==> src/design/hrs_pkg.sv <==
// Shared types and constants of the heart-rate stabilizer.
`timescale 1ns / 1ps
package hrs_pkg;

	// Field widths
	localparam int RATE_W   = 12;
	localparam int CONF_W   = 4;
	localparam int CNT_W    = 8;
	localparam int WEIGHT_W = 9;
	localparam int IDX_W    = 3;
	localparam int DATA_W   = 12;
	localparam int TDATA_W  = 16;

	// Register indexes of the configuration port
	localparam logic [IDX_W-1:0] REG_RATE_MIN       = 3'd0;
	localparam logic [IDX_W-1:0] REG_RATE_MAX       = 3'd1;
	localparam logic [IDX_W-1:0] REG_MAX_STEP       = 3'd2;
	localparam logic [IDX_W-1:0] REG_CONFIRM_NEEDED = 3'd3;
	localparam logic [IDX_W-1:0] REG_HOLD_LIMIT     = 3'd4;
	localparam logic [IDX_W-1:0] REG_OLD_WEIGHT     = 3'd5;

	// Reset values of the registers
	localparam logic [RATE_W-1:0]   RST_RATE_MIN       = 12'd480;
	localparam logic [RATE_W-1:0]   RST_RATE_MAX       = 12'd3200;
	localparam logic [RATE_W-1:0]   RST_MAX_STEP       = 12'd80;
	localparam logic [CONF_W-1:0]   RST_CONFIRM_NEEDED = 4'd2;
	localparam logic [CNT_W-1:0]    RST_HOLD_LIMIT     = 8'd10;
	localparam logic [WEIGHT_W-1:0] RST_OLD_WEIGHT     = 9'd179;

	// Full-scale weight of the smoothing filter, Q1.8
	localparam logic [WEIGHT_W-1:0] WEIGHT_ONE = 9'd256;
	localparam logic [CNT_W-1:0]    CNT_MAX    = 8'd255;

	typedef struct packed {
		logic [RATE_W-1:0]   rate_min;
		logic [RATE_W-1:0]   rate_max;
		logic [RATE_W-1:0]   max_step;
		logic [CONF_W-1:0]   confirm_needed;
		logic [CNT_W-1:0]    hold_limit;
		logic [WEIGHT_W-1:0] old_weight;
	} hrs_cfg_t;

	typedef struct packed {
		logic [RATE_W-1:0] prev_candidate;
		logic [RATE_W-1:0] smoothed_rate;
		logic [RATE_W-1:0] confirmed_rate;
		logic [CONF_W-1:0] agree_count;
		logic [CNT_W-1:0]  invalid_count;
		logic              have_candidate;
		logic              have_smoothed;
		logic              have_confirmed;
	} hrs_state_t;

endpackage

==> src/design/hrs_update.sv <==
// Per-window update of the stabilizer state and the output rate.
`timescale 1ns / 1ps
module hrs_update (
	input  hrs_pkg::hrs_cfg_t           cfg,
	input  hrs_pkg::hrs_state_t         st,
	input  logic [hrs_pkg::RATE_W-1:0]  rate,
	input  logic                        valid,
	output hrs_pkg::hrs_state_t         st_next,
	output logic [hrs_pkg::RATE_W-1:0]  rate_out
);
	import hrs_pkg::*;

	logic                is_cand;
	logic [RATE_W-1:0]   diff;
	logic                agrees;
	logic [CONF_W-1:0]   agree_next;
	logic [WEIGHT_W-1:0] w;
	logic [WEIGHT_W-1:0] w_new;
	logic [20:0]         prod_old;
	logic [20:0]         prod_new;
	logic [21:0]         acc;
	logic [RATE_W-1:0]   blended;

	// Candidate test and distance to the previous candidate.
	assign is_cand = valid && (rate >= cfg.rate_min) && (rate <= cfg.rate_max);
	assign diff    = (rate >= st.prev_candidate) ? (rate - st.prev_candidate)
	                                             : (st.prev_candidate - rate);
	assign agrees  = !st.have_candidate || (diff <= cfg.max_step);

	// Agreement count saturates at the required count; a jump restarts it at one.
	always_comb begin
		if (!agrees) begin
			agree_next = CONF_W'(1);
		end else if (st.agree_count < cfg.confirm_needed) begin
			agree_next = st.agree_count + CONF_W'(1);
		end else begin
			agree_next = st.agree_count;
		end
	end

	// Exponential average with round-half-up, weight clamped to one.
	assign w        = (cfg.old_weight > WEIGHT_ONE) ? WEIGHT_ONE : cfg.old_weight;
	assign w_new    = WEIGHT_ONE - w;
	assign prod_old = 21'(w) * 21'(st.smoothed_rate);
	assign prod_new = 21'(w_new) * 21'(rate);
	assign acc      = 22'(prod_old) + 22'(prod_new) + 22'd128;
	assign blended  = acc[19:8];

	// Next state and result.
	always_comb begin
		st_next  = st;
		rate_out = '0;
		if (!is_cand) begin
			st_next.have_candidate = 1'b0;
			st_next.agree_count    = '0;
			if (st.invalid_count != CNT_MAX) begin
				st_next.invalid_count = st.invalid_count + CNT_W'(1);
			end
			if (st.have_confirmed && (st_next.invalid_count <= cfg.hold_limit)) begin
				rate_out = st.confirmed_rate;
			end
		end else begin
			st_next.invalid_count  = '0;
			st_next.agree_count    = agree_next;
			st_next.prev_candidate = rate;
			st_next.have_candidate = 1'b1;
			if (!agrees) begin
				st_next.have_smoothed = 1'b0;
			end
			if (agree_next < cfg.confirm_needed) begin
				rate_out = st.have_confirmed ? st.confirmed_rate : '0;
			end else begin
				if (!agrees || !st.have_smoothed) begin
					st_next.smoothed_rate = rate;
				end else begin
					st_next.smoothed_rate = blended;
				end
				st_next.have_smoothed  = 1'b1;
				st_next.confirmed_rate = st_next.smoothed_rate;
				st_next.have_confirmed = 1'b1;
				rate_out               = st_next.smoothed_rate;
			end
		end
	end

endmodule

==> src/design/heart_rate_stabilizer_unit.sv <==
// Top level of the heart-rate stabilizer: stream ports, registers, state.
// Path: an accepted transaction waits in the input register and is loaded into the result
//   register once that register is free; the result register then presents its result.
// Throughput: one estimate per cycle; the input register stalls only while it is full
//   and the result register holds a transaction that the receiver does not take.
// Reset: arst_n clears the stabilizer state and valid flags and restores the register defaults; no clear pass.
`timescale 1ns / 1ps
module heart_rate_stabilizer_unit (
	input  logic                         clk,
	input  logic                         arst_n,
	// Input stream
	input  logic                         s_tvalid,
	output logic                         s_tready,
	input  logic [hrs_pkg::TDATA_W-1:0]  s_tdata,   // [11:0] rate_in, [15:12] zero
	input  logic                         s_tuser,   // [0] rate_valid
	// Output stream
	output logic                         m_tvalid,
	input  logic                         m_tready,
	output logic [hrs_pkg::TDATA_W-1:0]  m_tdata,   // [11:0] rate_out, [15:12] zero
	// Configuration writes
	input  logic                         cfg_valid,
	output logic                         cfg_ready,
	input  logic [hrs_pkg::IDX_W-1:0]    cfg_index,
	input  logic [hrs_pkg::DATA_W-1:0]   cfg_data
);
	import hrs_pkg::*;

	hrs_cfg_t          cfg_q;
	hrs_state_t        st_q;
	hrs_state_t        st_next;
	logic              in_valid_s1;
	logic [RATE_W-1:0] rate_s1;
	logic              flag_s1;
	logic              out_valid_q;
	logic [RATE_W-1:0] rate_out_q;
	logic [RATE_W-1:0] rate_calc;
	logic              advance;

	// Register writes are always taken.
	assign cfg_ready = 1'b1;

	always_ff @(posedge clk or negedge arst_n) begin
		if (!arst_n) begin
			cfg_q.rate_min       <= RST_RATE_MIN;
			cfg_q.rate_max       <= RST_RATE_MAX;
			cfg_q.max_step       <= RST_MAX_STEP;
			cfg_q.confirm_needed <= RST_CONFIRM_NEEDED;
			cfg_q.hold_limit     <= RST_HOLD_LIMIT;
			cfg_q.old_weight     <= RST_OLD_WEIGHT;
		end else if (cfg_valid) begin
			case (cfg_index)
				REG_RATE_MIN:       cfg_q.rate_min       <= cfg_data;
				REG_RATE_MAX:       cfg_q.rate_max       <= cfg_data;
				REG_MAX_STEP:       cfg_q.max_step       <= cfg_data;
				REG_CONFIRM_NEEDED: cfg_q.confirm_needed <= cfg_data[CONF_W-1:0];
				REG_HOLD_LIMIT:     cfg_q.hold_limit     <= cfg_data[CNT_W-1:0];
				REG_OLD_WEIGHT:     cfg_q.old_weight     <= cfg_data[WEIGHT_W-1:0];
				default: begin
				end
			endcase
		end
	end

	// Pipeline control: the input stage moves on when the result register is free.
	assign advance  = in_valid_s1 && (!out_valid_q || m_tready);
	assign s_tready = !in_valid_s1 || advance;

	// Input register.
	always_ff @(posedge clk or negedge arst_n) begin
		if (!arst_n) begin
			in_valid_s1 <= 1'b0;
		end else if (s_tready) begin
			in_valid_s1 <= s_tvalid;
		end
	end

	always_ff @(posedge clk) begin
		if (s_tready && s_tvalid) begin
			rate_s1 <= s_tdata[RATE_W-1:0];
			flag_s1 <= s_tuser;
		end
	end

	// Update logic for one window.
	hrs_update u_update (
		.cfg      (cfg_q),
		.st       (st_q),
		.rate     (rate_s1),
		.valid    (flag_s1),
		.st_next  (st_next),
		.rate_out (rate_calc)
	);

	// Stabilizer state advances with each transaction leaving the input stage.
	always_ff @(posedge clk or negedge arst_n) begin
		if (!arst_n) begin
			st_q <= '0;
		end else if (advance) begin
			st_q <= st_next;
		end
	end

	// Result register.
	always_ff @(posedge clk or negedge arst_n) begin
		if (!arst_n) begin
			out_valid_q <= 1'b0;
		end else if (advance) begin
			out_valid_q <= 1'b1;
		end else if (m_tready) begin
			out_valid_q <= 1'b0;
		end
	end

	always_ff @(posedge clk) begin
		if (advance) begin
			rate_out_q <= rate_calc;
		end
	end

	assign m_tvalid = out_valid_q;
	assign m_tdata  = {{(TDATA_W-RATE_W){1'b0}}, rate_out_q};

	// A nonzero rate can only come from a confirmed average.
	a_nonzero_confirmed: assert property (@(posedge clk) disable iff (!arst_n)
		(out_valid_q && (rate_out_q != '0)) |-> st_q.have_confirmed)
		else $error("nonzero rate without a confirmed average");

	// An average exists only after a confirmation.
	a_smoothed_confirmed: assert property (@(posedge clk) disable iff (!arst_n)
		st_q.have_smoothed |-> st_q.have_confirmed)
		else $error("average present without confirmation");

	// Invalid windows and a live candidate exclude each other.
	a_invalid_no_cand: assert property (@(posedge clk) disable iff (!arst_n)
		(st_q.invalid_count != '0) |-> !st_q.have_candidate)
		else $error("candidate kept across invalid windows");

	// Every window leaving the input stage fills the result register.
	a_advance_fills: assert property (@(posedge clk) disable iff (!arst_n)
		advance |=> out_valid_q)
		else $error("result register not loaded after advance");

	// A stalled input stage keeps its window.
	a_stall_holds: assert property (@(posedge clk) disable iff (!arst_n)
		(in_valid_s1 && !advance) |=> (in_valid_s1 && $stable(rate_s1)))
		else $error("stalled window lost");

endmodule

==> config.mk <==
export PLATFORM = sky130hd
export DESIGN_NAME = heart_rate_stabilizer_unit
export DESIGN_NICKNAME = d
export VERILOG_FILES = /design/src/design/hrs_pkg.sv /design/src/design/hrs_update.sv /design/src/design/heart_rate_stabilizer_unit.sv
export SDC_FILE = /design/constraint.sdc
export NUM_CORES = 1
export LEC_CHECK = 0
export ABC_AREA = 1
export BUFFER_PORTS_ARGS = -buffer_cell sky130_fd_sc_hd__buf_2
export CAP_MARGIN = 25
export CELL_PAD_IN_SITES_DETAIL_PLACEMENT = 1
export CELL_PAD_IN_SITES_GLOBAL_PLACEMENT = 2
export CORE_MARGIN = 2
export CORE_UTILIZATION = 30
export CTS_CLUSTER_SIZE = 8
export DETAILED_ROUTE_END_ITERATION = 8
export PLACE_DENSITY = 0.63
export SETUP_SLACK_MARGIN = 0.1
export SKIP_LAST_GASP = 1
export SYNTH_ARGS = -nofsm -noshare
export SYNTH_HDL_FRONTEND = slang
export SYNTH_SLANG_ARGS = --single-unit
==> constraint.sdc <==
create_clock -name clk -period 18.4 [get_ports clk]
set_input_delay 0.92 -clock clk [delete_from_list [all_inputs] [get_ports clk]]
set_output_delay 0.92 -clock clk [all_outputs]
set_load 0.02 [all_outputs]
==> impl_metrics.yaml, run 1 <==
critical_path:
  max_stage_delay_ps: 900
  crit_type: "reg2reg"
  r2r_slack_ps: 9980
  arrival_ps: 8610
  path_buf_inv: 3
  crit_path_start: "cfg_q[8]"
  critical_path.max_fanout: 16
  rr_startpoint: "cfg_q[8]"
  cpMaxStageDelayCell: "dfrtp_1"
  critPathRequiredTime_ps: 18590
  end_kind: "register"
  path_common_cell: "fa_1"
  worst_setup_path_start_kind: "register"
  cp_top_family: "adder cells"
route:
  drt_pass1_iterations: 4
  viasPerCell: 4.712
  drt-total-wl_mm: 47.62
  wl_per_cell_um: 19.10
  dr_total_vias: 11750
  drt_iter0_drc: 516
  drc: 0
  final_antenna_net_count: 0
outcome:
  status: "finished, final reports clean"
yosys:
  synth_area_um2: 14620
  synth_cells: 1835
  yosysWarnings: 0
  seq_area_frac_synth_pct: 22.06
  async_flop_share_pct: 79.67
  synth.area.top_cells: "fa_1 24%, dfrtp_1 14%, ha_1 13%, inv_1 11%, nand2_1 10%"
  synth_area_leader_cell: "fa_1"
  avgSynthCellArea_um2: 7.967
  synth_edf_count: 25
  synth_ff_type: "dfrtp_1"
  ys_ff_latch: 123
  yosysMostFrequentCell: "inv_1"
  synth_common_cells: "428 x inv_1, 404 x nand2_1, 172 x fa_1"
  ys_types: 53
  yosysTopAreaCellShare_pct: 23.55
floorplan:
  io_pins: 56
  die_w_um: 224.8
  die_height_um: 224.8
  rows: 80
  start_util_pct: 30.49
  dieArea_um2: 50510
  floorplan.core_area_um2: 47950
global_routing:
  track_usage_pct: 20.09
  use_met3_pct: 3.096
  grt_pass1_vias: 12790
  met2_usage_pct: 34.07
  grt-ovfl-total: 0
  grt-busiest-layer: "met2"
  grt_antenna_before_repair: 0
  grt_max_degree: 65
  met1_usage_pct: 27.04
  grt_pass1_wl_mm: 75.23
timing:
  fin_setup_tns_ps: 0
  timing.fmax_ghz: 0.1187
  setup_viol: 0
  period_share_pct: 45.77
  fin_crit_ps: 8422
  rsz0062_at_grt: "false"
  relSlewSlack_pct: 38.90
  fin_worst_skew_ps: 14.53
  worst_slew_pin_slew_ps: 916.5
  finalMaxSlewViolations: 0
  hold_violations: 0
clock_network:
  cts.clk_slew.worst_paths_ps: 70
  insertion_delay_ps: 460
  cts_root_buffer: "clkbuf_16"
  cts_made_buffers: 17
  cts_tree: "built"
  cts_resized: 0
  clock-sinks: 123
  post-cts-setup-buffers: 0
  clock_path_buffers: 2
  hold_buffers: 0
  h-tree-depth: 4
finish:
  nets: 2224
  drive_above_1_share_pct: 7.139
  syn2layout_area_growth_pct: 9.808
  fill_cells: 5791
hold_path:
  min_path_type: "in2async"
place:
  dp_hpwl_mm: 38.26
  port_buffers: 46
  gp_congestion: 0.7954
job:
  maxCapViolCount: 0
==> layer usage <==
metal  routed length [um]  share of wire [%]  vias up
met5                    0                  0        -
met4                  730                1.5        0
met3                 1377                2.9       36
met2                22780                 48      116
met1                22730                 48     5938
li1                     -                  -     5657
==> layout by cell type, fill, tap and decap left out, types with 4 or more instances in the layout <==
master     instances
a21oi_1           70
buf_2             45
buf_4              8
clkbuf_16         17
conb_1             5
dfrtp_1           81
dfstp_2           17
edfxtp_1          25
fa_1             172
ha_1             151
inv_1            428
inv_2              6
inv_6              4
inv_8              4
nand2_1          404
nand2_2            6
nand3_1           66
nand4_1            7
nor2_1           120
nor3_1             9
o21a_1             5
o21ai_0          130
o21ai_1            5
or2_2              4
xnor2_1           18
xor2_1            11
==> sequential cells by signal (all words and copies together), names as in the netlist <==
register     flops
cfg_q           57
st_q            39
rate_out_q      12
rate_s1         12
flag_s1          1
in_valid_s1      1
m_tvalid         1
==> logic make-up after synthesis <==
family                   after synthesis  share of synthesized area, %
flip-flops                           123                         22.06
adder cells (fa/ha/maj)              323                         36.48
buffers and inverters                484                         12.75
XOR/XNOR                              30                         1.849
AND/OR/NAND/NOR                      629                         17.55
other                                  2                       0.05137
AO/OA/AOI/OAI                        238                         8.824
multiplexers                           6                        0.4365
==> path summary, 6_finish.rpt <==
| kind | depth (start not counted) | end |
|---|---|---|
| setup / recovery | 25 | rate_out_q[4] |
| hold / removal | 1 | st_q[14] |
| hold reg to reg | 2 | cfg_q[39] |
| min in group clk | 2 | cfg_q[39] |
| max in group asynchronous | 2 | st_q[41] |
| setup reg to reg | 25 | rate_out_q[4] |
==> through the flow <==
stage | setup WS, ps | cells | instance area [um^2] | hold slack (ps) | utilization, %
2_1_floorplan | 11760 | 1838 | 14630 | 443.9 | -
3_3_place_gp | 9997 | 2460 | 15470 | 469.2 | 32.27
3_5_place_dp | 9974 | 2460 | 15470 | 473.5 | 32.27
4_1_cts | 9948 | 2492 | 16050 | 455.8 | 33.48
5_1_grt | 9479 | 2492 | 16050 | 468.4 | 33.48
6_report | 9978 | 2493 | 16050 | 455.9 | 33.48
==> cell type report <==
type | count | area [um^2] | share of cell area [%]
multi-input cells | 1231 | 9542 | 59.44
flip-flops and latches | 123 | 3224 | 20.09
inverters | 438 | 1649 | 10.27
well taps | 615 | 769.5 | 4.793
clock buffers | 17 | 425.4 | 2.650
repair buffers | 53 | 285.3 | 1.777
clock inverters | 15 | 155.1 | 0.9665
diodes | 1 | 2.502 | 0.01559
Power of run 1 is left out: the tool's default activity adds up to more than one toggle a clock period on the data nets, which glitch-free logic cannot reach.
==> run 2, diff against run 1 <==
clock period = 8.5 ns   (was 18.4 ns; I/O delays follow)
==> run 2 against run 1 <==
Compared with the run above: sequential cell count unchanged; largest cell class unchanged; clock skew up 2.4 ps; register-to-register slack worse by 9200 ps; global-route usage about the same; sequential share of layout area down 0.21 points; die area unchanged; non-clock buffer count up 14; first-iteration DRC count down 0.39%; setup slack worse by 9200 ps; count of clock-buffer cells in the layout up 2.
==> impl_metrics.yaml, run 2 (synthesis gave the netlist of run 1 again) <==
timing:
  finalMaxSlewViolations: 0
  fin_worst_skew_ps: 16.93
  worst_slew_pin_slew_ps: 824.9
  layout_setup_ws_ps: 750.3
  rsz0062_at_grt: "false"
  fin_setup_tns_ps: 0
  timing.fmax_ghz: 0.1290
  setup_viol: 0
  relSlewSlack_pct: 45.01
  period_share_pct: 91.17
  hold_violations: 0
  fin_crit_ps: 7750
  hold_ws_ps: 143.2
global_routing:
  grt_pass1_wl_mm: 75.51
  grt_max_degree: 66
  track_usage_pct: 20.13
  grt_pass1_vias: 12870
  grt-ovfl-total: 0
  grt_antenna_before_repair: 0
outcome:
  status: "finished, final reports clean"
critical_path:
  path_buf_inv: 7
  path_common_cell: "fa_1"
  cp_top_family: "adder cells"
  critPathRequiredTime_ps: 8800
  end_kind: "register"
  crit_type: "reg2reg"
  worst_setup_path_start_kind: "register"
  critical_path.max_fanout: 17
  max_stage_delay_ps: 570
  cpMaxStageDelayCell: "fa_1"
  arrival_ps: 8050
clock_network:
  cts_made_buffers: 17
  cts_resized: 0
  cts_root_buffer: "clkbuf_16"
  clock-sinks: 123
  cts.clk_slew.worst_paths_ps: 70
  h-tree-depth: 4
  insertion_delay_ps: 460
  clock_path_buffers: 2
  cts_tree: "built"
route:
  drt_iter0_drc: 514
  dr_total_vias: 11720
  viasPerCell: 4.675
  wl_per_cell_um: 19.06
  final_antenna_net_count: 0
  drt_pass1_iterations: 5
  drt-total-wl_mm: 47.77
  drc: 0
finish:
  syn2layout_area_growth_pct: 10.96
  drive_above_1_share_pct: 7.827
  reg_top3: "cfg_q (57), st_q (39)"
  largest_reg_flops: 57
  nets: 2238
  antenna_cells: 0
  largest_register: "cfg_q"
  layout_commonest_cell: "inv_1"
  layout_common_cells: "428 x inv_1, 404 x nand2_1, 172 x fa_1, 151 x ha_1, 130 x o21ai_0"
floorplan:
  start_util_pct: 30.49
  rows: 80
  dieArea_um2: 50510
  die_height_um: 224.8
  io_pins: 56
  floorplan.core_area_um2: 47950
  die_w_um: 224.8
place:
  port_buffers: 46
  dp_hpwl_mm: 38.82
  gp_congestion: 0.8148
  dpl_worst_slack_ps: 742.5
hold_path:
  min_path_type: "in2reg"
job:
  maxCapViolCount: 0
## run 2: cell types whose count changed in the layout (fill, tap and decap cells not counted), moves of 2 or more
cell       before  now
clkinv_4        3    0
clkbuf_16      17   19
inv_8           4    0
buf_4           8   20
inv_6           4    7
## run 2: worst paths after layout
kind,start,to,slack [ps],cells after the start
worst max-delay path,cfg_q[2],rate_out_q[4],750,31
worst min-delay path,s_tdata[0],rate_s1[0],140,1
worst max register to register,cfg_q[2],rate_out_q[4],750,31
worst min register to register,cfg_q[47],cfg_q[47],490,2
max in group asynchronous,arst_n,cfg_q[51],7040,4
min in group asynchronous,arst_n,m_tvalid,500,2
## run 2: stage by stage
| stage | cell area (um^2) | instances | utilization (%) |
|---|---|---|---|
| global placement | 15560 | 2472 | 32.45 |
| CTS | 16190 | 2505 | 33.77 |
| floorplan | 14630 | 1838 | - |
| global route | 16220 | 2506 | 33.83 |
| finish | 16220 | 2506 | 33.83 |
| detailed placement | 15560 | 2472 | 32.45 |
## run 2: final cells by class
cell class / instances / area [um^2]
Tap cell: 615 / 769.5
Clock inverter: 13 / 147.6
Clock buffer: 19 / 475.5
Multi-Input combinational cell: 1231 / 9542
Inverter: 438 / 1649
Fill cell: 5827 / 31730
Timing Repair Buffer: 67 / 412.9
Sequential cell: 123 / 3224
## run 2: what timing repair did
action,4_1_cts,5_1_grt
buffers inserted,0,0
hold buffers,1,0
hold endpoints to repair,29,0
## run 2: layer usage
metal	part of all wire, %	vias up	wire (um)	track usage, %
met5	0	-	0	0
met4	1.1	0	529	3.974
met3	2.7	32	1308	2.613
met2	48	135	23150	34.77
met1	48	5877	22790	27.05
li1	-	5672	-	-
Power of run 2 is left out for the same reason.
==> run 3, diff against run 2 <==
--- a/config.mk
+++ b/config.mk
@@ -8,5 +8,5 @@
 export ABC_AREA = 1
 export BUFFER_PORTS_ARGS = -buffer_cell sky130_fd_sc_hd__buf_2
-export CAP_MARGIN = 25
+export CAP_MARGIN = 20
 export CELL_PAD_IN_SITES_DETAIL_PLACEMENT = 1
 export CELL_PAD_IN_SITES_GLOBAL_PLACEMENT = 2
==> constraint.sdc (replaced) <==
create_clock -name clk -period 8.5 [get_ports clk]
set_input_delay 0.85 -clock clk [delete_from_list [all_inputs] [get_ports clk]]
set_output_delay 0.85 -clock clk [all_outputs]
set_load 0.02 [all_outputs]
==> run 3 against run 2 <==
Compared with the run above: design area down 0.41%; clock skew up 1.5 ps; cell count unchanged; hold slack better by 290 ps; register-to-register slack better by 99 ps; via count up 0.60%; setup slack better by 99 ps; non-clock buffer count unchanged; global-route usage down 0.059 points; utilization down 0.14 points; first-iteration DRC count up 0.39%; critical path depth unchanged; critical endpoint is now rate_out_q[9]; highest routed layer is now met5.
==> impl_metrics.yaml, run 3 (synthesis gave the netlist of run 1 again) <==
outcome:
  status: "finished, final reports clean"
finish:
  syn2layout_area_growth_pct: 10.50
  reg_top3: "cfg_q (57), st_q (39)"
  antenna_cells: 0
  layout_commonest_cell: "inv_1"
  fill_cells: 5789
  layout_common_cells: "428 x inv_1, 404 x nand2_1, 172 x fa_1, 151 x ha_1, 130 x o21ai_0"
  largest_register: "cfg_q"
  drive_above_1_share_pct: 7.879
  fin_area_um2: 16150
  nets: 2238
  largest_reg_flops: 57
timing:
  fin_setup_tns_ps: 0
  period_share_pct: 90.01
  relSlewSlack_pct: 44.01
  timing.fmax_ghz: 0.1307
  fin_worst_skew_ps: 18.47
  fin_crit_ps: 7651
  setup_viol: 0
  finalMaxSlewViolations: 0
  layout_setup_ws_ps: 849.0
  rsz0062_at_grt: "false"
  worst_slew_pin_slew_ps: 837.5
  hold_violations: 0
global_routing:
  grt_antenna_before_repair: 2
  grt_pass1_vias: 13020
  grt-ovfl-total: 0
  grt_max_degree: 56
  grt_pass1_wl_mm: 75.38
  track_usage_pct: 20.07
floorplan:
  die_w_um: 224.8
  die_height_um: 224.8
  dieArea_um2: 50510
  floorplan.core_area_um2: 47950
  start_util_pct: 30.49
  io_pins: 56
  rows: 80
job:
  maxCapViolCount: 0
clock_network:
  h-tree-depth: 4
  insertion_delay_ps: 460
  cts_made_buffers: 17
  clock_path_buffers: 2
  cts_tree: "built"
  cts_root_buffer: "clkbuf_16"
  post-cts-setup-buffers: 0
  hold_buffers: 0
  cts_resized: 0
  cts.clk_slew.worst_paths_ps: 60
  clock-sinks: 123
route:
  viasPerCell: 4.703
  wl_per_cell_um: 18.98
  final_antenna_net_count: 0
  drt_iter0_drc: 516
  drt_pass1_iterations: 5
  drc: 0
  dr_total_vias: 11790
  drt-total-wl_mm: 47.55
critical_path:
  max_stage_delay_ps: 560
  cpMaxStageDelayCell: "fa_1"
  worstReg2RegEnd: "rate_out_q[9]"
  end_kind: "register"
  critical_path.max_fanout: 8
  reg2reg_depth: 31
  crit_type: "reg2reg"
  arrival_ps: 7860
  worst_setup_path_start_kind: "register"
  critPathRequiredTime_ps: 8710
  rr_startpoint: "cfg_q[2]"
  r2r_slack_ps: 850
place:
  dpl_worst_slack_ps: 834.9
  dpl_cell_area_um2: 15570
  dp_hpwl_mm: 38.58
  gp_congestion: 0.8125
  port_buffers: 46
hold_path:
  min_path_type: "in2async"
-- run 3: cell count changes in the layout (fill, tap and decap cells not counted) --
| cell | previous run | this run |
|---|---|---|
| buf_4 | 20 | 22 |
| clkinv_2 | 1 | 3 |
| clkinv_4 | 0 | 2 |
| buf_16 | 1 | 0 |
| bufinv_16 | 2 | 1 |
| clkbuf_16 | 19 | 18 |
| clkinvlp_4 | 2 | 1 |
| dlygate4sd3_1 | 1 | 0 |
| inv_6 | 7 | 6 |
-- run 3: routing by layer --
layer | vias to the layer above | global-route usage, % | part of all wire, %
met5 | - | 0 | 0.027
met4 | 2 | 3.610 | 1.1
met3 | 34 | 3.018 | 3.3
met2 | 142 | 34.60 | 48
met1 | 5936 | 26.91 | 47
li1 | 5672 | - | -
-- run 3: per-stage QoR --
stage	cells	utilization, %	hold WS [ps]
final	2506	33.69	434.4
after floorplan	1838	-	443.9
after CTS	2506	33.69	450.9
after global placement	2474	32.48	467.0
after detailed placement	2474	32.48	474.7
after global routing	2506	33.69	474.4
-- run 3: worst max-delay path: cells and delay by family (launching register included) --
family	cells	cell delay, ps
xor gates and xnor gates	1	140
DFF	1	430
adders and majority gates	8	3880
and+or+nand+nor	14	1660
buffers and inverters	4	300
AOI/OAI and AO/OA	4	950
-- run 3: how the worst max path moves through the flow --
stage                     startpoint  slack [ps]            end
after global routing        cfg_q[2]         390  rate_out_q[9]
after detailed placement    cfg_q[6]         830  rate_out_q[9]
after global placement      cfg_q[2]         900  rate_out_q[9]
after floorplan             cfg_q[4]        1860  rate_out_q[9]
final                       cfg_q[2]         850  rate_out_q[9]
after CTS                   cfg_q[6]         810  rate_out_q[9]
-- run 3: final cells by class --
type | count | area [um^2] | share of cell area [%]
clock inverters | 14 | 128.9 | 0.7978
well taps | 615 | 769.5 | 4.763
inverters | 438 | 1649 | 10.21
multi-input cells | 1231 | 9542 | 59.07
repair buffers | 67 | 390.4 | 2.417
clock buffers | 18 | 450.4 | 2.788
flip-flops and latches | 123 | 3224 | 19.96
Power of run 3 is left out for the same reason.
